[src/rtl/esc_pkg.sv]
// Shared types, constants and a helper function for the epoch-seconds to
// calendar converter. No dependencies; every other file imports this package.
package esc_pkg;

  // Field widths of the input and result words.
  localparam int EPOCH_W  = 32;
  localparam int SEC_W    = 6;
  localparam int MIN_W    = 6;
  localparam int HOUR_W   = 5;
  localparam int MDAY_W   = 5;
  localparam int MON_W    = 4;
  localparam int YEAR_W   = 8;

  // Day count since the epoch fits 16 bits for any 32-bit input.
  localparam int DAYS_W   = 16;

  // Shared constant divider: a reciprocal multiply, then a remainder step.
  // q = (x * RECIP) >> SHIFT is exact for every 32-bit x with these pairs.
  localparam int DIV_STEPS         = 2;
  localparam int DIV_CNT_W         = $clog2(DIV_STEPS);
  localparam int REM_W             = 6;
  localparam int PROD_W            = 2 * EPOCH_W;

  localparam logic [EPOCH_W-1:0] RECIP_BY_60 = 32'h8888_8889;
  localparam int                 SHIFT_BY_60 = 37;
  localparam logic [EPOCH_W-1:0] RECIP_BY_24 = 32'hAAAA_AAAB;
  localparam int                 SHIFT_BY_24 = 36;

  // Divider pass codes.
  localparam logic [1:0] DIV_SEC  = 2'd0;
  localparam logic [1:0] DIV_MIN  = 2'd1;
  localparam logic [1:0] DIV_HOUR = 2'd2;

  // Calendar constants.
  localparam logic [YEAR_W-1:0] EPOCH_YEAR_SINCE_1900 = YEAR_W'(1970 - 1900);
  localparam logic [6:0]        EPOCH_YEAR_MOD100     = 7'(1970 % 100);
  localparam logic [8:0]        EPOCH_YEAR_MOD400     = 9'(1970 % 400);
  localparam logic [6:0]        MOD100_LAST           = 7'(100 - 1);
  localparam logic [8:0]        MOD400_LAST           = 9'(400 - 1);
  localparam logic [8:0]        DAYS_COMMON_YEAR      = 9'(365);
  localparam logic [8:0]        DAYS_LEAP_YEAR        = 9'(366);
  localparam logic [MON_W-1:0]  LAST_MONTH            = MON_W'(11);

  // Length of a month, 0 = January, in a common or a leap year.
  function automatic logic [MDAY_W-1:0] month_days(input logic leap,
                                                   input logic [MON_W-1:0] mon);
    logic [MDAY_W-1:0] len;
    case (mon)
      MON_W'(1):                         len = leap ? MDAY_W'(29) : MDAY_W'(28);
      MON_W'(3), MON_W'(5), MON_W'(8),
      MON_W'(10):                        len = MDAY_W'(30);
      default:                           len = MDAY_W'(31);
    endcase
    return len;
  endfunction

  // Commands from the controller to the datapath.
  typedef struct packed {
    logic       load;
    logic       div_step;
    logic       div_last;
    logic [1:0] div_sel;
    logic       year_step;
    logic       month_step;
    logic       out_load;
  } esc_cmd_t;

  // Status from the datapath to the controller.
  typedef struct packed {
    logic year_more;
    logic month_more;
  } esc_sts_t;

endpackage

[src/rtl/esc_ctrl.sv]
// Sequencing controller of the converter: divider passes, year and month
// loops, result handoff. Depends on esc_pkg.
module esc_ctrl import esc_pkg::*; (
  input  logic     clk,
  input  logic     rst_n,
  input  logic     in_valid,
  output logic     in_ready,
  input  logic     out_ready,
  output logic     out_valid,
  input  esc_sts_t sts,
  output esc_cmd_t cmd
);

  localparam logic [2:0] S_IDLE  = 3'd0;
  localparam logic [2:0] S_DIV   = 3'd1;
  localparam logic [2:0] S_YEAR  = 3'd2;
  localparam logic [2:0] S_MONTH = 3'd3;
  localparam logic [2:0] S_FIN   = 3'd4;

  logic [2:0]           state_r, state_nxt;
  logic [DIV_CNT_W-1:0] cnt_r, cnt_nxt;
  logic [1:0]           sel_r, sel_nxt;
  logic                 out_valid_r, out_valid_nxt;

  always_comb begin
    state_nxt = state_r;
    cnt_nxt   = cnt_r;
    sel_nxt   = sel_r;
    cmd       = '0;
    cmd.div_sel = sel_r;
    in_ready  = 1'b0;
    unique case (state_r)
      S_IDLE: begin
        in_ready = 1'b1;
        if (in_valid) begin
          cmd.load  = 1'b1;
          cnt_nxt   = '0;
          sel_nxt   = DIV_SEC;
          state_nxt = S_DIV;
        end
      end
      S_DIV: begin
        cmd.div_step = 1'b1;
        cnt_nxt      = cnt_r + DIV_CNT_W'(1);
        if (cnt_r == DIV_CNT_W'(DIV_STEPS - 1)) begin
          cmd.div_last = 1'b1;
          cnt_nxt      = '0;
          if (sel_r == DIV_HOUR) begin
            state_nxt = S_YEAR;
          end else begin
            sel_nxt = sel_r + 2'd1;
          end
        end
      end
      S_YEAR: begin
        if (sts.year_more) begin
          cmd.year_step = 1'b1;
        end else begin
          state_nxt = S_MONTH;
        end
      end
      S_MONTH: begin
        if (sts.month_more) begin
          cmd.month_step = 1'b1;
        end else begin
          state_nxt = S_FIN;
        end
      end
      S_FIN: begin
        if (!out_valid_r || out_ready) begin
          cmd.out_load = 1'b1;
          state_nxt    = S_IDLE;
        end
      end
      default: begin
        state_nxt = S_IDLE;
      end
    endcase
    out_valid_nxt = cmd.out_load ? 1'b1 : (out_ready ? 1'b0 : out_valid_r);
  end

  always_ff @(posedge clk) begin
    if (!rst_n) begin
      state_r     <= S_IDLE;
      cnt_r       <= '0;
      sel_r       <= DIV_SEC;
      out_valid_r <= 1'b0;
    end else begin
      state_r     <= state_nxt;
      cnt_r       <= cnt_nxt;
      sel_r       <= sel_nxt;
      out_valid_r <= out_valid_nxt;
    end
  end

  assign out_valid = out_valid_r;

endmodule

[config.mk]
export PLATFORM = sky130hd
export DESIGN_NAME = esc_ctrl
export DESIGN_NICKNAME = d
export VERILOG_FILES = /design/src/rtl/esc_pkg.sv /design/src/rtl/esc_ctrl.sv
export SDC_FILE = /design/constraint.sdc
export NUM_CORES = 1
export LEC_CHECK = 0
export ABC_AREA = 1
export BUFFER_PORTS_ARGS = -buffer_cell sky130_fd_sc_hd__buf_2
export CAP_MARGIN = 10
export CORE_ASPECT_RATIO = 0.9
export CORE_UTILIZATION = 25
export CTS_CLUSTER_SIZE = 10
export DETAILED_ROUTE_END_ITERATION = 10
export PLACE_DENSITY_LB_ADDON = 0.15
export SLEW_MARGIN = 20
export SYNTH_ARGS = -nofsm -noshare
export SYNTH_HDL_FRONTEND = slang
export SYNTH_SLANG_ARGS = --single-unit
[constraint.sdc]
create_clock -name clk -period 1.89 [get_ports clk]
set_input_delay 0.189 -clock clk [delete_from_list [all_inputs] [get_ports clk]]
set_output_delay 0.189 -clock clk [all_outputs]
set_load 0.02 [all_outputs]
# After elaboration in Yosys (flattened, before gate mapping)
# Cells that the tools add are included.
[totals]
input_bits = 6
wordCells = 53
out_inout_bits = 10
reg_bits = 7
[op_classes]
addsub = 2
muxes = 27
eq_ne = 12
n_reduce_logical = 8
[ops]
columns = ["op", "count"]
rows = [
  ["$mux 3", 6],
  ["$pmux 3 s5", 1],
  ["$mux 1", 14],
  ["$ne 2x2->1 const B", 7],
  ["$mux 2", 4],
  ["$eq 3x2->1 const B", 2],
  ["$reduce_and 6->1", 1],
  ["$pmux 2 s2", 1],
  ["$reduce_and 4->1", 1],
  ["$reduce_bool 2->1", 2],
  ["$eq 3x1->1 const B", 1],
  ["$eq 3x3->1 const B", 1],
  ["$logic_not 3->1", 1],
  ["$add 2x1->2 const B", 1],
  ["$eq 2x2->1 const B", 1],
  ["$pmux 1 s2", 1],
  ["$reduce_and 2->1", 1],
  ["$add 1x1->1 const B", 1],
  ["$logic_not 1->1", 1],
  ["$logic_or 1x1->1", 1],
]

# Depth between registers and ports, before layout
# Gate-level depths: netlist of run 1.
[logic_depth]
ltp_word = 5
ltp_mapped = 9
depth_no_buf = 9

# Least setup slack after synthesis of run 1
# Ideal clock, no wire load.
[synth_path]
kind = "reg2reg"
start = "register sel_r[0]"
end = "register sel_r[1]"
arrival_ps = 1179
period_less_slack_ps = 1295
path_stages_with_launch = 8
setup_ps = 116
n_path_buf = 0
slack_ps = 595
t_required_ps = 1774
path_cell_list = "dfxtp_1 -> inv_1 -> ha_1 -> nand3b_1 -> nand2_1 -> nand3_2 -> o21ai_0 -> nor2_1"
[synth_between]
elab_chain_cells = 4
word_cells_on_any_way = 7
cone_classes = "1 x add/sub; 2 x eq/ne; 3 x mux; 1 x reduce/logical"
[synth_lines]
columns = ["item", "line_no", "source"]
rows = [
  ["start: declaration", "esc_ctrl.sv:22", "logic [1:0] sel_r, sel_nxt;"],
  ["start signal: assignment", "esc_ctrl.sv:91", "sel_r <= sel_nxt;"],
  ["$add 2x1->2", "esc_ctrl.sv:51", "sel_nxt = sel_r + 2'd1;"],
  ["$mux 2", "esc_ctrl.sv:48", "if (sel_r == DIV_HOUR) begin"],
  ["$mux 2", "esc_ctrl.sv:45", "if (cnt_r == DIV_CNT_W'(DIV_STEPS - 1)) begin"],
  ["$pmux 2 s2", "esc_ctrl.sv:32", "unique case (state_r)"],
]
# Several ways; a longest one is shown, not always the timed one. The select of a mux whose other input is x is not followed.
# A chain may end at the register's enable or synchronous reset.

==> results of run 1 <==
==> final cells by class <==
cell class / count / area [sq um]
repair buffers: 15 / 75.1
fillers: 201 / 1140
well taps: 24 / 30.0
multi-input cells: 47 / 256
clock buffers: 4 / 26.3
inverters: 17 / 63.8
flip-flops and latches: 7 / 140
==> layout by cell type (no fill, tap or decap), types with 2 or more instances in the layout <==
master / count
nand2_1: 10
inv_2: 2
nand3_2: 3
dfxtp_1: 7
nor2_1: 12
nor2_2: 3
o21ai_0: 2
a21oi_1: 3
clkbuf_4: 3
inv_1: 14
buf_2: 15
nand2_2: 4
nand3_1: 4
==> through the flow <==
| stage | hold slack [ps] | util, % |
|---|---|---|
| floorplan | 324 | - |
| global placement | 457 | 32.6 |
| detailed placement | 467 | 32.6 |
| CTS | 195 | 34.1 |
| global route | 201 | 34.1 |
| finish | 207 | 34.1 |
==> flip-flops by register name, summed over array words and instances, names as in the netlist <==
name,count
cnt_r,1
out_valid,1
sel_r,2
state_r,3
==> worst min-delay path, cell delays in order <==
cell,delay (ps)
buf_2,120
o21ai_0,70
nor2_1,40
==> worst max path at each step <==
stage / from / end / slack [ps] / cells past startpoint
floorplan: sel_r[0] / sel_r[1] / 600 / 7
detailed placement: sel_r[0] / sel_r[1] / 600 / 7
finish: state_r[0] / cmd[7] / 380 / 6
global route: state_r[0] / cmd[7] / 250 / 6
global placement: sel_r[0] / sel_r[1] / 570 / 7
CTS: state_r[0] / cmd[7] / 360 / 6
==> synthesized netlist by cell type <==
| cell type | number | area [sq um] |
|---|---|---|
| inv_1 | 14 | 52.6 |
| nor2_1 | 12 | 45.0 |
| nand2_1 | 10 | 37.5 |
| dfxtp_1 | 7 | 140 |
| nand2_2 | 4 | 25.0 |
| nand3_1 | 4 | 20.0 |
| a21oi_1 | 3 | 15.0 |
| nand3_2 | 3 | 30.0 |
| nor2_2 | 3 | 18.8 |
| inv_2 | 2 | 7.51 |
| o21ai_0 | 2 | 10.0 |
| buf_4 | 1 | 7.51 |
| buf_6 | 1 | 11.3 |
| clkinv_1 | 1 | 3.75 |
| ha_1 | 1 | 12.5 |
| nand3b_1 | 1 | 7.51 |
| nand4_1 | 1 | 6.26 |
| nor2_4 | 1 | 11.3 |
| nor3_1 | 1 | 5.00 |
| nor4_2 | 1 | 12.5 |
==> cells by family after synthesis <==
group | Yosys count
AND/OR/NAND/NOR | 41
flip-flops | 7
buffers and inverters | 19
AO/OA/AOI/OAI | 5
adder cells (fa/ha/maj) | 1
==> layer usage <==
layer  up-vias  track usage, %  routed length (um)
met5         -               0                   0
met4         0            10.0                   9
met3         2            2.50                  40
met2         9            13.6                 403
met1       187            14.9                 496
li1        257               -                   -
==> report_power, final <==
group / internal [mW] / total (mW) / switching (mW)
sequential: 0.198 / 0.262 / 0.0635
combinational: 0.198 / 0.583 / 0.385
clock: 0.0804 / 0.133 / 0.0526
total: 0.477 / 0.978 / 0.501
==> out/results.txt, run 1 <==
worst hold path endpoint: sel_r[0]
postcts setup bufs: 0
core area: 1730 sq um
Adder-Cell Fraction of Synth Area: 2.61%
clock-pin slew on the worst setup and hold paths: 50 ps
Final Hold Vio Count: 0
outcome: complete, no violations
die height: 43.5 um
PwrDens: 1650 nW/um^2
Die X: 48.2 um
Slew Viols, Final: 0
routed wire length: 950 um
critical path, cell by cell: nor2_2, nand2_1, inv_1, nand2_1, inv_1, buf_2
Starting Density: 27.6%
# port buffers: 15
Ports: 16
critical-path maximum fanout: 8
Crit Path Category: reg -> out
CTS tree: built
min-delay src: rst_n
largest family of logic cells by synthesized area: simple AND/OR/NAND/NOR gates
DR WL/cell: 8.33 um
multiplexer share of the synthesized area: 0%
Slew headroom: 79.7%
Post-Place Cells: 110
vias: 455
setup violators final: 0
Worst R2R Start: sel_r[0]
Avg Cell Area, Syn: 6.56 sq um
Synth Area in Compound Gates: 5.22%
DRC violations left: 0
Static Leak: 0.329 nW
share of layout cells above drive strength 1: 35.6%
critical path capture point type: output port
syn_nets: 80
drt pass-1 iters: 4
Fmax achieved: 664 MHz
ANT cells: 0
CP top delay family: simple AND/OR/NAND/NOR gates
Hold Crit Class: in -> reg
cell depth of the worst flop-to-flop path: 7
min Tclk post-route: 1510 ps
worst setup margin: 384 ps
largest net degree at the start of global routing: 9
clk sinks: 7
Area Overhead vs Synth: 23.5%
Die Area: 2100 sq um
sequential-to-total area share from yosys stat: 29.2%
cell row count: 14
GRT Total Usage: 10.9%
# nets final: 98
Post-Synth Simple-Gate Area: 45.7%
Layout Cells excl Fill: 114
Post-CTS Resized: 0
CTS Buf Count: 3
Netlist cell types: 20
CTS root buf: clkbuf_4
XOR/XNOR Fraction of Synth Area: 0%
Mapped Area: 479 sq um
DRT antenna net count: 0
Cell Area, Placed: 566 sq um
H-tree levels: 1
Worst Tran Pin Value: 304 ps
WP data arrival: 1320 ps
Tot Pwr: 0.978 mW
Vias/cell: 3.99
hold-fix buffer count after cts: 0
Yosys reg bits: 7
required time worst endpoint: 1700 ps
clk_lat worst skew: 250 ps
RSZ-0062 raised after global routing: false
final instance area: 592 sq um
HPWL Detailed: 792 um
peak supply drop: 0.695 mV
CP Launch Type: register
initial antenna violation count: 0
CP peak stage delay: 390 ps
Post-Syn Instances: 73
first-pass GRT wire length: 1550 um
Final Cycle Share: 79.7%
Iteration-0 DRC Markers: 5
GRT overflow: 0
synth warn: 0
Worst Path Buf+Inv: 3
Worst path slowest cell: dfxtp_1
Fin Clk Skew: 5.18 ps
vias in the first global route: 395
r2r setup slk: 600 ps
worst-case clock buffer depth: 2
gpl congestion: 0.717
r2r endpoint: sel_r[1]
WHS Path Cells: 3
Setup WS pre-CTS: 602 ps
max-cap violations: 0
Fin Setup TNS: 0 ps
Note: power is estimated with default switching activity, not from simulation.
==> run 2, diff against run 1 <==
- ABC_AREA: 1 -> 0
- clock period: 1.89 -> 1.3 ns (I/O delays scaled with it)
==> run 2 against run 1 <==
  * The run now ends with negative setup slack left
  * Clock skew about the same
  * Combinational power is 63% lower
  * Final area increased by 28%
  * Wire length up 19%
  * Worst setup slack worse by 430 ps
  * Non-clock buffer count grew 11
  * Largest cell class unchanged
  * Highest routed layer unchanged
==> out/results.txt, run 2 <==
outcome: finished, violations left
violated checks: negative setup slack
sequential-to-total area share from yosys stat: 31.7% (+2.5 points)
Post-Syn Instances: 55 (-25%)
EDFF count, synth: 0 (unchanged)
CTS Buf Count: 3 (unchanged)
routed wire length: 1130 um (+19%)
Final Cycle Share: 103%
Regs by FF count: state_r x3, sel_r x2
Iteration-0 DRC Markers: 7 (+2)
Netlist cell types: 29 (+45%)
Fin Setup TNS: -138 ps (-138 ps)
required time worst endpoint: 1170 ps (-530 ps)
synth cell count leaders: dfxtp_1 (7), nor2_1 (7), nor2b_1 (5)
Static Leak: 0.343 nW (+4.3%)
Worst Tran Pin Value: 359 ps (+55.1 ps)
CP Launch Type: register
fin util: 45.6% (+12 points)
Synth area leader: dfxtp_1
Avg Cell Area, Syn: 8.03 sq um (+22%)
DR WL/cell: 10.8 um (+29%)
# port buffers: 15 (unchanged)
GRT overflow: 0 (unchanged)
Ports: 16 (unchanged)
H-tree levels: 1 (unchanged)
worst setup margin: -42.9 ps (-426 ps)
Slew headroom: 75.4% (-4.3 points)
Fmax achieved: 745 MHz
ys async rst share: 0% (unchanged)
Largest register FFs: 3 (unchanged)
Die Area: 1940 sq um (-7.5%)
GRT Total Usage: 13.2% (+2.2 points)
final instance area: 759 sq um (+28%)
core area: 1660 sq um (-4.0%)
Crit Path Category: reg -> out
max-cap violations: 0 (unchanged)
Final Hold Vio Count: 0 (unchanged)
synth warn: 0 (unchanged)
Slew Viols, Final: 0 (unchanged)
commonest non-fill, non-tap cells in the layout: buf_2 (9), buf_6 (9), buf_4 (8)
Cell Area, Placed: 597 sq um (+5.5%)
die height: 41.9 um (-3.8%)
CTS root buf: clkbuf_4
Fin Clk Skew: 5.10 ps (-0.0745 ps)
PwrDens: 854 nW/um^2 (-48%)
Area Overhead vs Synth: 72.0%
initial antenna violation count: 0 (unchanged)
DRT antenna net count: 0 (unchanged)
Biggest register: state_r
min Tclk post-route: 1340 ps
first-pass GRT wire length: 1720 um (+11%)
peak supply drop: 0.561 mV (-19%)
RSZ-0062 raised after global routing: true
share of layout cells above drive strength 1: 55.6% (+20 points)
Die X: 46.3 um (-3.8%)
cell row count: 14 (unchanged)
Starting Density: 26.5% (-1.1 points)
# nets final: 89 (-9.2%)
leading post-synthesis cells by cell area: dfxtp_1 (32%), nor2b_1 (7.1%), nor2_1 (5.9%)
Yosys reg bits: 7 (unchanged)
Main synth FF type: dfxtp_1
Mapped Area: 442 sq um (-7.8%)
clk sinks: 7 (unchanged)
worst-case clock buffer depth: 2 (unchanged)
DRC violations left: 0 (unchanged)
gpl congestion: 0.726 (+1.3%)
clk_lat worst skew: 250 ps (about the same)
vias in the first global route: 412 (+4.3%)
vias: 496 (+9.0%)
CTS tree: built
Vias/cell: 4.72 (+18%)
drt pass-1 iters: 4 (unchanged)
WP data arrival: 1210 ps (-110 ps)
top-area cell type share of the netlist area: 31.7% (+2.5 points)
largest net degree at the start of global routing: 14 (+5)
setup violators final: 4 (+4)
critical path capture point type: output port
HPWL Detailed: 768 um (-3.0%)
critical-path maximum fanout: 7 (-1)
clock-pin slew on the worst setup and hold paths: 50 ps (about the same)
syn_nets: 62 (-23%)
ANT cells: 0 (unchanged)
Hold Crit Class: in -> reg
## run 2: cell count changes after synthesis, sizes merged, moves of 2 or more
cell,change
nand2b,+2
o211ai,+2
a31oi,+2
nor2b,+5
nor2,-9
clkbuf,+2
nand2,-12
inv,-12
nand3,-7
and3,+3
## run 2: area by class of cell
class,instances,area (sq um)
fill,173,905
multi-input combinational,40,328
timing repair buffer,26,206
sequential,7,154
tap,24,30.0
clock buffer,4,26.3
inverter,4,15.0
## run 2: worst paths after layout
| kind | slack (ps) | cells past startpoint | start | endpoint |
|---|---|---|---|---|
| hold / removal | 160 | 2 | rst_n | cnt_r |
| setup reg to reg | 0 | 5 | sel_r[0] | state_r[0] |
| setup / recovery | -40 | 4 | state_r[1] | cmd[7] |
| hold reg to reg | 490 | 2 | sel_r[1] | sel_r[1] |
## run 2: per-stage QoR
| stage | power [mW] | instances | hold WS [ps] | setup slack, ps |
|---|---|---|---|---|
| CTS | 0.637 | 104 | 148 | -65.7 |
| floorplan | 0.337 | 55 | 263 | -24.1 |
| global placement | 0.403 | 98 | 430 | 2.01 |
| global route | 0.690 | 105 | 150 | -107 |
| finish | 0.649 | 105 | 155 | -42.9 |
| detailed placement | 0.401 | 98 | 425 | 23.5 |
## run 2: routing by layer
layer | track usage (%) | up-vias | share of wire (%)
met1 | 15.6 | 232 | 46
met3 | 7.83 | 2 | 6.3
met2 | 18.1 | 16 | 47
met4 | 7.06 | 0 | 0.97
met5 | 0 | - | 0
li1 | - | 246 | -
## run 2: cells by family after synthesis
| logic type | Yosys count | synth area share [%] |
|---|---|---|
| simple gates | 25 | 31.5 |
| fa+ha+maj | 1 | 2.83 |
| flops | 7 | 31.7 |
| mux | 1 | 2.55 |
| buf+inv | 8 | 9.63 |
| compound gates | 13 | 21.8 |
## run 2: where the power goes
part | leakage [nW] | switching, mW | internal [mW] | total [mW]
registers | 0.0601 | 0.0116 | 0.224 | 0.235
logic | 0.268 | 0.107 | 0.106 | 0.213
clock network | 0.0150 | 0.0835 | 0.117 | 0.201
## run 2: repair_timing
item | 4_1_cts | 5_1_grt
resized for setup | 17 | 18
endpoints found under the setup margin | 7 | 10
gates cloned | 0 | 0
buffers inserted | 2 | 1
pin swaps | 1 | 2
hold endpoints to repair | 0 | 0
hold buffers | 0 | 0
## run 2: critical path, stage by stage, from the launching register on
cell     delay (ps)
dfxtp_4         370
or2_4           250
buf_6           130
nor2_4           80
buf_6           120
