`src/rtl/esc_pkg.sv`:
```
// Shared types, constants and a helper function for the epoch-seconds to
// calendar converter. No dependencies; every other file imports this package.
package esc_pkg;

  // Field widths of the input and result words.
  localparam int EPOCH_W  = 32;
  localparam int SEC_W    = 6;
  localparam int MIN_W    = 6;
  localparam int HOUR_W   = 5;
  localparam int MDAY_W   = 5;
  localparam int MON_W    = 4;
  localparam int YEAR_W   = 8;

  // Day count since the epoch fits 16 bits for any 32-bit input.
  localparam int DAYS_W   = 16;

  // Shared constant divider: a reciprocal multiply, then a remainder step.
  // q = (x * RECIP) >> SHIFT is exact for every 32-bit x with these pairs.
  localparam int DIV_STEPS         = 2;
  localparam int DIV_CNT_W         = $clog2(DIV_STEPS);
  localparam int REM_W             = 6;
  localparam int PROD_W            = 2 * EPOCH_W;

  localparam logic [EPOCH_W-1:0] RECIP_BY_60 = 32'h8888_8889;
  localparam int                 SHIFT_BY_60 = 37;
  localparam logic [EPOCH_W-1:0] RECIP_BY_24 = 32'hAAAA_AAAB;
  localparam int                 SHIFT_BY_24 = 36;

  // Divider pass codes.
  localparam logic [1:0] DIV_SEC  = 2'd0;
  localparam logic [1:0] DIV_MIN  = 2'd1;
  localparam logic [1:0] DIV_HOUR = 2'd2;

  // Calendar constants.
  localparam logic [YEAR_W-1:0] EPOCH_YEAR_SINCE_1900 = YEAR_W'(1970 - 1900);
  localparam logic [6:0]        EPOCH_YEAR_MOD100     = 7'(1970 % 100);
  localparam logic [8:0]        EPOCH_YEAR_MOD400     = 9'(1970 % 400);
  localparam logic [6:0]        MOD100_LAST           = 7'(100 - 1);
  localparam logic [8:0]        MOD400_LAST           = 9'(400 - 1);
  localparam logic [8:0]        DAYS_COMMON_YEAR      = 9'(365);
  localparam logic [8:0]        DAYS_LEAP_YEAR        = 9'(366);
  localparam logic [MON_W-1:0]  LAST_MONTH            = MON_W'(11);

  // Length of a month, 0 = January, in a common or a leap year.
  function automatic logic [MDAY_W-1:0] month_days(input logic leap,
                                                   input logic [MON_W-1:0] mon);
    logic [MDAY_W-1:0] len;
    case (mon)
      MON_W'(1):                         len = leap ? MDAY_W'(29) : MDAY_W'(28);
      MON_W'(3), MON_W'(5), MON_W'(8),
      MON_W'(10):                        len = MDAY_W'(30);
      default:                           len = MDAY_W'(31);
    endcase
    return len;
  endfunction

  // Commands from the controller to the datapath.
  typedef struct packed {
    logic       load;
    logic       div_step;
    logic       div_last;
    logic [1:0] div_sel;
    logic       year_step;
    logic       month_step;
    logic       out_load;
  } esc_cmd_t;

  // Status from the datapath to the controller.
  typedef struct packed {
    logic year_more;
    logic month_more;
  } esc_sts_t;

endpackage

```
`src/rtl/esc_dp.sv`:
```
// Datapath of the converter: shared reciprocal divider, year and month
// reduction, result register. Depends on esc_pkg.
module esc_dp import esc_pkg::*; (
  input  logic               clk,
  input  esc_cmd_t           cmd,
  input  logic [EPOCH_W-1:0] epoch_seconds,
  output esc_sts_t           sts,
  output logic [SEC_W-1:0]   second,
  output logic [MIN_W-1:0]   minute,
  output logic [HOUR_W-1:0]  hour,
  output logic [MDAY_W-1:0]  day_of_month,
  output logic [MON_W-1:0]   month_index,
  output logic [YEAR_W-1:0]  year_since_1900
);

  logic [EPOCH_W-1:0] num_r;
  logic [EPOCH_W-1:0] quo_r, quo_nxt;
  logic [SEC_W-1:0]   sec_r;
  logic [MIN_W-1:0]   min_r;
  logic [HOUR_W-1:0]  hour_r;
  logic [DAYS_W-1:0]  days_r;
  logic [YEAR_W-1:0]  year_r;
  logic [6:0]         mod100_r;
  logic [8:0]         mod400_r;
  logic [MON_W-1:0]   mon_r;

  logic [EPOCH_W-1:0] recip;
  logic [PROD_W-1:0]  prod;
  logic [EPOCH_W-1:0] back;
  logic [EPOCH_W-1:0] rem_all;
  logic [REM_W-1:0]   rem_nxt;
  logic               leap;
  logic [8:0]         year_len;
  logic [MDAY_W-1:0]  mon_len;

  // First step of a pass: quotient by reciprocal multiply. Second step:
  // remainder = dividend - quotient * divisor, the product by shifts
  // (24q = 16q + 8q, 60q = 64q - 4q).
  always_comb begin
    recip   = (cmd.div_sel == DIV_HOUR) ? RECIP_BY_24 : RECIP_BY_60;
    prod    = {{EPOCH_W{1'b0}}, num_r} * {{EPOCH_W{1'b0}}, recip};
    quo_nxt = (cmd.div_sel == DIV_HOUR) ? EPOCH_W'(prod[PROD_W-1:SHIFT_BY_24]) :
                                          EPOCH_W'(prod[PROD_W-1:SHIFT_BY_60]);
    back    = (cmd.div_sel == DIV_HOUR) ? (quo_r << 4) + (quo_r << 3) :
                                          (quo_r << 6) - (quo_r << 2);
    rem_all = num_r - back;
    rem_nxt = rem_all[REM_W-1:0];
  end

  // Gregorian leap rule from the year counters; 1900 is a multiple of four.
  assign leap     = ((year_r[1:0] == 2'b00) && (mod100_r != 7'd0)) || (mod400_r == 9'd0);
  assign year_len = leap ? DAYS_LEAP_YEAR : DAYS_COMMON_YEAR;
  assign mon_len  = month_days(leap, mon_r);

  assign sts.year_more  = (days_r >= DAYS_W'(year_len));
  assign sts.month_more = (mon_r != LAST_MONTH) && (days_r >= DAYS_W'(mon_len));

  always_ff @(posedge clk) begin
    if (cmd.load) begin
      num_r    <= epoch_seconds;
      year_r   <= EPOCH_YEAR_SINCE_1900;
      mod100_r <= EPOCH_YEAR_MOD100;
      mod400_r <= EPOCH_YEAR_MOD400;
      mon_r    <= '0;
    end else if (cmd.div_step) begin
      if (cmd.div_last) begin
        num_r <= quo_r;
        case (cmd.div_sel)
          DIV_SEC:  sec_r  <= SEC_W'(rem_nxt);
          DIV_MIN:  min_r  <= MIN_W'(rem_nxt);
          default: begin
            hour_r <= HOUR_W'(rem_nxt);
            days_r <= quo_r[DAYS_W-1:0];
          end
        endcase
      end else begin
        quo_r <= quo_nxt;
      end
    end else if (cmd.year_step) begin
      days_r   <= days_r - DAYS_W'(year_len);
      year_r   <= year_r + YEAR_W'(1);
      mod100_r <= (mod100_r == MOD100_LAST) ? 7'd0 : mod100_r + 7'd1;
      mod400_r <= (mod400_r == MOD400_LAST) ? 9'd0 : mod400_r + 9'd1;
    end else if (cmd.month_step) begin
      days_r <= days_r - DAYS_W'(mon_len);
      mon_r  <= mon_r + MON_W'(1);
    end
  end

  // Result register; holds while the receiver stalls.
  always_ff @(posedge clk) begin
    if (cmd.out_load) begin
      second          <= sec_r;
      minute          <= min_r;
      hour            <= hour_r;
      day_of_month    <= days_r[MDAY_W-1:0] + MDAY_W'(1);
      month_index     <= mon_r;
      year_since_1900 <= year_r;
    end
  end

endmodule

```
`config.mk`:
```
export PLATFORM = sky130hd
export DESIGN_NAME = esc_dp
export DESIGN_NICKNAME = d
export VERILOG_FILES = /design/src/rtl/esc_pkg.sv /design/src/rtl/esc_dp.sv
export SDC_FILE = /design/constraint.sdc
export NUM_CORES = 1
export LEC_CHECK = 0
export BUFFER_PORTS_ARGS = -buffer_cell sky130_fd_sc_hd__buf_2
export CAP_MARGIN = 20
export CORE_UTILIZATION = 60
export DETAILED_ROUTE_END_ITERATION = 10
export GPL_TIMING_DRIVEN = 0
export PLACE_DENSITY = 0.88
export SLEW_MARGIN = 10
export SYNTH_ARGS = -nofsm -noshare
export SYNTH_HDL_FRONTEND = slang
export SYNTH_SLANG_ARGS = --single-unit
```
`constraint.sdc`:
```
create_clock -name clk -period 26 [get_ports clk]
set_input_delay 7.8 -clock clk [delete_from_list [all_inputs] [get_ports clk]]
set_output_delay 7.8 -clock clk [all_outputs]
set_load 0.01 [all_outputs]
```
# Word level (Yosys, flattened, before mapping)
# Cells that the tools add are included.
[op_classes]
addsub = 10
multipliers = 1
order_cmp = 2
eq_ne = 12
mux = 16
bitwise = 5
n_reduce_logical = 20
[ops]
columns = ["op", "count"]
rows = [
  ["two-way mux 32 bit", 3],
  ["two-way mux 16 bit", 5],
  ["multiplier 32 x 32 -> 64 bit", 1],
  ["two-way mux 30 bit", 1],
  ["two-way mux 27 bit", 1],
  [">= comparator 16 x 5 -> 1 bit", 1],
  [">= comparator 16 x 9 -> 1 bit", 1],
  ["AND reduction 4 bit", 4],
  ["subtractor 16 x 5 -> 16 bit", 1],
  ["subtractor 16 x 9 -> 16 bit", 1],
  ["adder 9 x 1 -> 9 bit (second input constant)", 1],
  ["equality test 9 bit (second input constant)", 1],
  ["logical NOT 9 bit", 1],
  ["two-way mux 9 bit", 1],
  ["adder 8 x 1 -> 8 bit (second input constant)", 1],
  ["equality test 4 bit (second input constant)", 2],
  ["adder 7 x 1 -> 7 bit (second input constant)", 1],
  ["equality test 7 bit (second input constant)", 1],
  ["two-way mux 7 bit", 1],
  ["nonzero test 7 bit", 1],
  ["adder 6 bit", 1],
  ["two-way mux 6 bit", 1],
  ["AND reduction 3 bit", 2],
  ["subtractor 1 x 6 -> 6 bit (first input constant)", 1],
  ["22 further kinds", 31],
]
[totals]
regBits = 155
input_bits = 41
out_inout_bits = 36
word_cells = 83

# Depth between registers and ports, before layout
# Gate-level depths: netlist of run 1.
[logic_depth]
word_depth = 9
mapped_depth = 31
depth_no_buf = 30

# Least setup slack after synthesis of run 1
# OpenSTA, ideal clock, no wires.
[synth_timing]
kind = "input to register"
startpoint = "in cmd[4] in the netlist's numbering"
endpoint = "reg quo_r[22] (data pin)"
setup_ns = 0.260
t_arrival_ns = 15.364
setup_slack_ns = 10.376
cell_stages = 30
path_buffers = 4
cell_sequence = "nor2b_1 > clkbuf_1 > clkbuf_1 > clkbuf_1 > buf_1 > nand2_1 > inv_1 > ha_1 > fa_1 > inv_1 > fa_1 > fa_1 > inv_1 > fa_1 > fa_1 > fa_1 > inv_1 > fa_1 > inv_1 > ha_1 > nand3_2 > nor4_2 > nand4_1 > o31ai_2 > o211ai_1 > o31ai_2 > or2_2 > nand2_1 > o211a_1 > mux2_2"
[synth_between]
elab_chain_cells = 4
[synth_lines]
columns = ["element", "line", "rtl"]
rows = [
  ["start: declaration", "esc_dp.sv:5", "input esc_cmd_t cmd,"],
  ["equality test 2 bit (*)", "esc_dp.sv:40, esc_dp.sv:42", ""],
  ["two-way mux 30 bit", "esc_dp.sv:40", "recip = (cmd.div_sel == DIV_HOUR) ? RECIP_BY_24 : RECIP_BY_60;"],
  ["multiplier 32 x 32 -> 64 bit", "esc_dp.sv:41", "prod = {{EPOCH_W{1'b0}}, num_r} * {{EPOCH_W{1'b0}}, recip};"],
  ["two-way mux 27 bit (*)", "esc_dp.sv:42", "quo_nxt = (cmd.div_sel == DIV_HOUR) ? EPOCH_W'(prod[PROD_W-1:SHIFT_BY_24]) :"],
  ["named net quo_nxt[22]", "esc_dp.sv:17", "logic [EPOCH_W-1:0] quo_r, quo_nxt;"],
  ["end signal: assignment", "esc_dp.sv:77", "quo_r <= quo_nxt;"],
  ["end: declaration", "esc_dp.sv:17", ""],
]
# The timed path passes the listed nets; every way through them passes the cells marked *.
# A chain may end at the register's enable or synchronous reset.

# Worst setup path after layout of run 1
[layout_timing]
startpoint = "in cmd[4] in the netlist's numbering"
endpoint = "reg quo_r[26] (data pin)"
# The elaborated chain is that of the path after synthesis.

==> results.py, run 1 <==
metrics = {
    "critical_path": {
        "cp_max_fo": 10,
        "critical_path.startpoint_type": "input port",
        "path_common_cell": "fa_1",
        "endpoint_kind": "register",
        "cp_slowest_cell": "a311oi_1",
        "worst-endpoint-required_ps": 26160,
        "arrival_ps": 18210,
        "crit_type": "in2reg",
        "critPathMaxStageDelay_ps": 780,
    },
    "routing": {
        "ant_nets": 0,
        "drt_iter0_drc": 1797,
        "drcViolationCount": 0,
        "routedWlPerCell_um": 22.1,
        "drtPass1Iterations": 6,
        "drt_wl_total_um": 68600,
        "viasPerCell": 5.87,
        "via_count": 18300,
    },
    "placed_design": {
        "portBuffers": 73,
        "hpwlAfterDp_um": 60200,
        "gp_congestion": 1.13,
    },
    "yosys": {
        "synthArstFlopShare": 0,
        "synthTopCellsByCount": "inv_1, fa_1, ha_1",
        "synth_top_area_cell": "fa_1",
        "synth-main-ff-cell": "edfxtp_1",
        "synth_top_cells_by_area": "fa_1, ha_1, edfxtp_1, inv_1, xnor2_1",
        "synth-edff-count": 127,
        "syn_inst": 2468,
        "yosysMostFrequentCell": "inv_1",
        "synth_area_per_cell_sq_um": 10.1,
        "yosysWarnings": 0,
        "synth_area_sq_mm": 0.0248,
        "ys_types": 75,
        "synth_top_area_share": 0.315,
        "ys_ff_latch": 155,
        "syn-num-nets": 3285,
        "yosysSeqAreaShare": 0.176,
    },
    "floorplanning": {
        "start_util": 0.608,
        "die_x_um": 205,
        "rows": 74,
        "dieArea_sq_mm": 0.0422,
        "io_pins": 77,
        "core_area_sq_mm": 0.0408,
        "fp.dieH_um": 205,
    },
    "clock_tree": {
        "cts_hold_buf": 0,
        "cts_max_path_buffers": 2,
        "cts_root_buf": "clkbuf_16",
        "cts_buffers": 17,
        "cts_resized": 0,
        "post_cts_buffers": 0,
        "clock_latency_ps": 440,
        "cts_tree": "built",
        "cts.sink_count": 155,
        "cts_max_level": 4,
        "cts.clk_slew.worst_paths_ps": 70,
    },
    "global_routing": {
        "grt_overflow": 0,
        "grt_pass1_wl_um": 106000,
        "grt_max_degree": 35,
        "antenna_found_initial": 0,
        "grtUsageTotal": 0.340,
        "grt_pass1_vias": 19500,
    },
    "layout": {
        "drive_gt1_frac": 0.0679,
        "num_antenna_cells": 0,
        "nNetsFinal": 3380,
        "area_growth_pct": 6.63,
        "nFillCells": 3142,
    },
    "min_path": {
        "min_path_type": "reg2reg",
    },
    "sta": {
        "setup_viol": 0,
        "fmax_mhz": 55.4,
        "slew_viol_final": 0,
        "setup_tns_ps": 0,
        "finClkSkew_ps": 11.1,
        "hold_viol": 0,
        "worst_pin_slew_ps": 1070,
        "max_slew_margin": 0.285,
        "period_share": 0.694,
        "rsz0062_at_grt": "no",
        "fin_crit_ps": 18050,
    },
    "flow_run": {
        "maxCapViolations": 0,
    },
    "run_status": {
        "status": "finished clean",
    },
}
worst max-delay path, delay by kind of cell:
family / cells / cell delay, ps
AO/OA/AOI/OAI: 2 / 970
buffers and inverters: 10 / 2930
XOR/XNOR: 1 / 230
AND/OR/NAND/NOR: 7 / 1910
adder cells (fa/ha/maj): 9 / 4240
multiplexers: 1 / 120
worst paths after layout:
path / slack [ps] / from / cells after the start / end
worst max register to register: 16960 / num_r[3] / 26 / quo_r[26]
worst max-delay path: 7950 / cmd[4] / 30 / quo_r[26]
worst min-delay path: 420 / sec_r[0] / 0 / second[0]
worst min register to register: 420 / sec_r[0] / 0 / second[0]
cell usage in the layout, fill, tap and decap left out, types with 16 or more instances in the layout:
cell / instances
a21oi_1: 97
ha_1: 386
buf_2: 76
nand3_1: 35
o211ai_1: 16
dfxtp_1: 28
a21o_1: 22
o21ai_0: 71
xnor2_1: 81
fa_1: 390
xor2_1: 53
clkbuf_1: 40
mux2_2: 32
clkbuf_16: 18
nand4_1: 16
nand2_1: 155
inv_1: 638
nor2_1: 95
edfxtp_1: 127
stage by stage:
step / area [sq um] / worst slack, ps / instances / hold slack (ps) / util
2_1_floorplan: 24800 / 10380 / 2468 / 400 / -
3_3_place_gp: 25900 / 8000 / 3073 / 409 / 0.633
3_5_place_dp: 25900 / 7920 / 3076 / 405 / 0.634
4_1_cts: 26500 / 8350 / 3108 / 420 / 0.648
5_1_grt: 26500 / 7760 / 3108 / 422 / 0.648
6_report: 26500 / 7950 / 3108 / 419 / 0.648
cells by family (layout without fill, tap and decap cells):
logic type | count (synthesis) | after routing | synth area share
AND/OR/NAND/NOR | 395 | 395 | 0.0737
AO/OA/AOI/OAI | 277 | 277 | 0.0701
adder cells (fa/ha/maj) | 776 | 776 | 0.509
XOR/XNOR | 134 | 134 | 0.0473
buffers and inverters | 688 | 796 | 0.105
flip-flops | 155 | 155 | 0.176
multiplexers | 43 | 43 | 0.0190
layout make-up:
class | instances | area [sq um] | area share
buffer | 49 | 201 | 0.00761
clock buffer | 20 | 468 | 0.0177
clock inverter | 12 | 100 | 0.00378
inverter | 639 | 2400 | 0.0906
multi-input combinational | 1625 | 17900 | 0.675
sequential | 155 | 4370 | 0.165
tap | 532 | 666 | 0.0251
timing repair buffer | 76 | 385 | 0.0146
flip-flops by register name, summed over array words and instances, names as in the netlist:
signal and count:
year_r 8, hour 5, month_index 4, mod400_r 9, hour_r 5, min_r 6, mon_r 4, day_of_month 5
mod100_r 7, minute 6, year_since_1900 8, num_r 32, second 6, sec_r 6, quo_r 28, days_r 16
layer usage:
metal | vias to the layer above | track usage | routed length [um]
met5 | - | 0 | 0
met4 | 0 | 0.250 | 5900
met3 | 282 | 0.0537 | 5960
met2 | 1016 | 0.548 | 31400
met1 | 8916 | 0.416 | 25300
li1 | 8041 | - | -
Power of run 1 is not shown: default switching activity piles up to over one toggle a cycle in this logic, so the estimate is an artifact.
==> run 2: changes to the inputs <==
- CORE_UTILIZATION: 60 -> 59
- PLACE_DENSITY: 0.88 -> 0.9
- clock period: 26 -> 15.8 ns (I/O delays scaled with it)
==> run 2 against run 1 <==
Effect of this change:
- utilization shrank 0.46 points
- global-route usage shrank 0.42 points
- count of clock-buffer cells in the layout decreased by 2
- largest cell class unchanged
- highest routed layer unchanged
- clock skew rose by 6.7 ps
- non-clock buffer count up 2
- worst hold slack gained 2.0 ps
- sequential share of layout area hardly changed
- critical path depth is the same
- final area is 0.19% higher
- setup slack lost 7200 ps
- wire length grew 1.5%
==> results.py, run 2 (synthesis gave the netlist of run 1 again) <==
metrics = {
    "run_status": {
        "status": "finished clean",
    },
    "clock_tree": {
        "cts_hold_buf": 0,
        "cts_root_buf": "clkbuf_16",
        "cts_tree": "built",
        "cts_max_level": 4,
        "clock_latency_ps": 450,
        "cts.clk_slew.worst_paths_ps": 70,
        "cts.sink_count": 155,
        "post_cts_buffers": 0,
        "cts_max_path_buffers": 2,
        "cts_resized": 0,
        "cts_buffers": 17,
    },
    "layout": {
        "final_core_util": 0.644,
        "largestRegisters": "num_r: 32 flops, quo_r: 28 flops, days_r: 16 flops",
        "drive_gt1_frac": 0.0687,
        "num_antenna_cells": 0,
        "area_growth_pct": 6.83,
        "largest_reg_flops": 32,
        "nFillCells": 3011,
        "top_register": "num_r",
        "layout_common_cells": "inv_1, fa_1, ha_1, nand2_1, edfxtp_1",
        "layout_commonest_cell": "inv_1",
        "nNetsFinal": 3382,
    },
    "min_path": {
        "min_from": "min_r[3]",
        "min_path_type": "reg2reg",
        "hold_path_end": "minute[3]",
        "hold_depth": 0,
    },
    "routing": {
        "dr_wl_met3_um": 6420,
        "drcViolationCount": 0,
        "routedWlPerCell_um": 22.4,
        "drtPass1Iterations": 6,
        "viasPerCell": 5.99,
        "top_layer": "met4",
        "wl_met2_um": 31800,
        "via_count": 18600,
        "drt_wl_total_um": 69600,
        "drt_iter0_drc": 2141,
        "drt-met1-wl_um": 25300,
        "ant_nets": 0,
    },
    "placed_design": {
        "portBuffers": 73,
        "hpwlAfterDp_um": 60100,
        "gp_congestion": 1.09,
    },
    "critical_path": {
        "timing.rr.start": "num_r[3]",
        "r2r_end": "quo_r[26]",
        "critical_path.startpoint_type": "input port",
        "path_common_cell": "fa_1",
        "reg2reg_depth": 26,
        "arrival_ps": 15180,
        "rrSetupSlack_ps": 6800,
        "crit_type": "in2reg",
        "endpoint_kind": "register",
        "critPathMaxStageDelay_ps": 780,
        "worst-endpoint-required_ps": 15960,
        "cp_slowest_cell": "a311oi_1",
        "cp_max_fo": 10,
    },
    "sta": {
        "rsz0062_at_grt": "no",
        "setup_tns_ps": 0,
        "period_share": 0.950,
        "fin_crit_ps": 15020,
        "worst_pin_slew_ps": 1080,
        "setup_viol": 0,
        "max_slew_margin": 0.279,
        "hold_viol": 0,
        "fmax_mhz": 66.6,
        "holdWs_ps": 421,
        "finClkSkew_ps": 17.8,
        "slew_viol_final": 0,
    },
    "floorplanning": {
        "fp.dieH_um": 207,
        "rows": 74,
        "dieArea_sq_mm": 0.0429,
        "start_util": 0.603,
        "io_pins": 77,
        "core_area_sq_mm": 0.0412,
        "die_x_um": 207,
    },
    "flow_run": {
        "maxCapViolations": 0,
    },
    "global_routing": {
        "grtUsageTotal": 0.336,
        "grt_pass1_wl_um": 109000,
        "antenna_found_initial": 0,
        "grt_max_degree": 35,
        "grt_overflow": 0,
        "grt_pass1_vias": 20000,
    },
}
-- run 2: cell count changes in the layout (fill, tap and decap cells not counted), sizes merged --
cell	previous run	this run
clkbuf	59	58
clkdlybuf4s15	0	1
clkinv	4	3
inv	647	650
-- run 2: metal layers --
layer | track usage | vias up
li1 | - | 8032
met1 | 0.404 | 9099
met2 | 0.543 | 1198
met3 | 0.0646 | 315
met4 | 0.246 | 0
met5 | 0 | -
-- run 2: worst max path at each step --
| stage | slack (ps) | cells after the start | to | from |
|---|---|---|---|---|
| after global placement | 950 | 30 | quo_r[26] | cmd[4] |
| after CTS | 1150 | 31 | quo_r[21] | cmd[4] |
| final | 780 | 30 | quo_r[26] | cmd[4] |
| after global routing | 620 | 30 | quo_r[26] | cmd[4] |
| after detailed placement | 750 | 31 | quo_r[21] | cmd[4] |
| after floorplan | 3240 | 30 | quo_r[22] | cmd[4] |
-- run 2: critical path, delay by kind of cell --
kind | cells | cell delay (ps)
xor gates and xnor gates | 1 | 210
adders and majority gates | 9 | 4320
muxes | 1 | 100
and+or+nand+nor | 7 | 1820
AOI/OAI and AO/OA | 2 | 970
buffers and inverters | 10 | 2990
-- run 2: final cells by class --
| class | instances | area [sq um] | share of cell area |
|---|---|---|---|
| tap | 532 | 666 | 0.0251 |
| clock inverter | 14 | 163 | 0.00613 |
| sequential | 155 | 4370 | 0.165 |
| multi-input combinational | 1625 | 17900 | 0.674 |
| clock buffer | 18 | 450 | 0.0170 |
| buffer | 49 | 201 | 0.00760 |
| inverter | 639 | 2400 | 0.0904 |
| timing repair buffer | 78 | 404 | 0.0152 |
-- run 2: through the flow --
step	cells	cell area (sq um)	setup slack, ps
2_1_floorplan	2468	24800	3240
5_1_grt	3110	26500	624
3_3_place_gp	3073	25900	948
4_1_cts	3109	26500	1150
6_report	3110	26500	785
3_5_place_dp	3077	25900	750
Power of run 2 is left out for the same reason.
==> run 3: changes to the inputs <==
- ABC_AREA: not set -> 1
- CAP_MARGIN: 20 -> not set
- CORE_UTILIZATION: 59 -> 33
- PLACE_DENSITY: 0.9 -> 0.6
==> run 3 against run 2 <==
Effect of this change:
- cell count up 39%
- wire length rose by 22%
- via count up 9.5%
==> results.py, run 3 <==
metrics = {
    "yosys": {
        "yosysMostFrequentCell": "inv_1",
        "synth-main-ff-cell": "edfxtp_1",
        "synthArstFlopShare": 0,
        "syn-num-nets": 3962,
        "synth_top_cells_by_area": "fa_1, ha_1, edfxtp_1, inv_1, nand2_1",
        "syn_inst": 3145,
        "ys_types": 51,
        "synth_area_per_cell_sq_um": 8.41,
        "synth-edff-count": 127,
        "ys_ff_latch": 155,
        "synthTopCellsByCount": "inv_1, nand2_1, fa_1",
        "yosysSeqAreaShare": 0.165,
        "yosysWarnings": 0,
        "synth_top_area_cell": "fa_1",
        "synth_top_area_share": 0.295,
        "synth_area_sq_mm": 0.0264,
    },
    "floorplanning": {
        "start_util": 0.334,
        "dieArea_sq_mm": 0.0813,
        "io_pins": 77,
        "rows": 103,
        "core_area_sq_mm": 0.0791,
        "die_x_um": 285,
        "fp.dieH_um": 285,
    },
    "sta": {
        "hold_viol": 0,
        "max_slew_margin": 0.238,
        "fmax_mhz": 78.2,
        "setup_tns_ps": 0,
        "period_share": 0.809,
        "worst_pin_slew_ps": 1130,
        "slew_viol_final": 0,
        "rsz0062_at_grt": "no",
        "setup_viol": 0,
        "finClkSkew_ps": 25.4,
        "fin_crit_ps": 12780,
    },
    "global_routing": {
        "grt_pass1_vias": 21300,
        "grt_pass1_wl_um": 130000,
        "grt_max_degree": 35,
        "grt_overflow": 0,
        "grtUsageTotal": 0.217,
        "antenna_found_initial": 1,
    },
    "routing": {
        "ant_nets": 0,
        "drt_wl_total_um": 84900,
        "drt_iter0_drc": 1564,
        "drcViolationCount": 0,
        "viasPerCell": 4.74,
        "routedWlPerCell_um": 19.7,
        "via_count": 20400,
        "drtPass1Iterations": 5,
    },
    "placed_design": {
        "hpwlAfterDp_um": 75600,
        "portBuffers": 75,
        "gp_congestion": 0.972,
    },
    "critical_path": {
        "cp_slowest_cell": "buf_1",
        "critical_path.startpoint_type": "input port",
        "crit_type": "in2reg",
        "cp_max_fo": 10,
        "worst-endpoint-required_ps": 16030,
        "critPathMaxStageDelay_ps": 730,
        "arrival_ps": 13010,
        "endpoint_kind": "register",
    },
    "clock_tree": {
        "cts.sink_count": 155,
        "cts_root_buf": "clkbuf_16",
        "cts_max_level": 4,
        "cts_resized": 0,
        "cts_buffers": 17,
        "post_cts_buffers": 0,
        "clock_latency_ps": 490,
        "cts_max_path_buffers": 2,
        "cts_hold_buf": 0,
        "cts_tree": "built",
        "cts.clk_slew.worst_paths_ps": 80,
    },
    "layout": {
        "layout_common_cells": "inv_1, nand2_1, fa_1, ha_1, nor2_1",
        "top_register": "num_r",
        "largestRegisters": "num_r: 32 flops, quo_r: 28 flops, days_r: 16 flops",
        "area_growth_pct": 9.06,
        "nNetsFinal": 4061,
        "drive_gt1_frac": 0.0500,
        "largest_reg_flops": 32,
        "layout_commonest_cell": "inv_1",
        "nFillCells": 8345,
    },
    "flow_run": {
        "maxCapViolations": 0,
    },
    "run_status": {
        "status": "finished clean",
    },
    "min_path": {
        "min_path_type": "reg2reg",
    },
}
[run 3: path summary, 6_finish.rpt]
| check | start | endpoint | slack, ps | depth (start not counted) |
|---|---|---|---|---|
| hold / removal | sec_r[3] | second[3] | 420 | 0 |
| setup reg to reg | num_r[1] | quo_r[13] | 7130 | 28 |
| hold reg to reg | sec_r[3] | second[3] | 420 | 0 |
| setup / recovery | cmd[4] | quo_r[13] | 3020 | 29 |
[run 3: worst max-delay path, delay by kind of cell]
family	cells	cell delay (ps)
fa+ha+maj	9	3970
compound gates	1	370
buf+inv	9	2150
simple gates	10	1740
[run 3: per-layer routing]
layer / wire, um / part of all wire / GRT usage
met3: 3720 / 0.044 / 0.0187
met4: 3800 / 0.045 / 0.0917
met2: 39500 / 0.46 / 0.359
met1: 37900 / 0.45 / 0.290
met5: 0 / 0 / 0
[run 3: logic make-up (layout without fill, tap and decap cells)]
kind of cell / after synthesis / count (layout) / synth area share
compound gates: 255 / 255 / 0.0534
simple gates: 1008 / 1008 / 0.160
fa+ha+maj: 776 / 776 / 0.478
flops: 155 / 155 / 0.165
buf+inv: 910 / 1022 / 0.129
xor+xnor: 41 / 41 / 0.0136
other cells: 0 / 1 / 0
[run 3: final cells by class]
type | count | area [sq um] | area share
Multi-Input combinational cell | 2080 | 18700 | 0.647
Sequential cell | 155 | 4370 | 0.152
Inverter | 885 | 3320 | 0.115
Tap cell | 1050 | 1310 | 0.0456
Timing Repair Buffer | 80 | 440 | 0.0153
Clock buffer | 17 | 425 | 0.0148
Clock inverter | 15 | 193 | 0.00668
Buffer | 25 | 100 | 0.00347
Antenna cell | 1 | 2.50 | 0.0000868
[run 3: per-stage QoR]
step	worst slack, ps	hold WS, ps	instance area (sq um)	util	instances
floorplan	4650	400	26400	-	3145
global placement	2080	402	28100	0.356	4270
CTS	3250	423	28800	0.364	4307
finish	3020	421	28800	0.364	4308
detailed placement	2760	405	28200	0.357	4275
global route	2770	432	28800	0.364	4308
Power of run 3 is left out for the same reason.
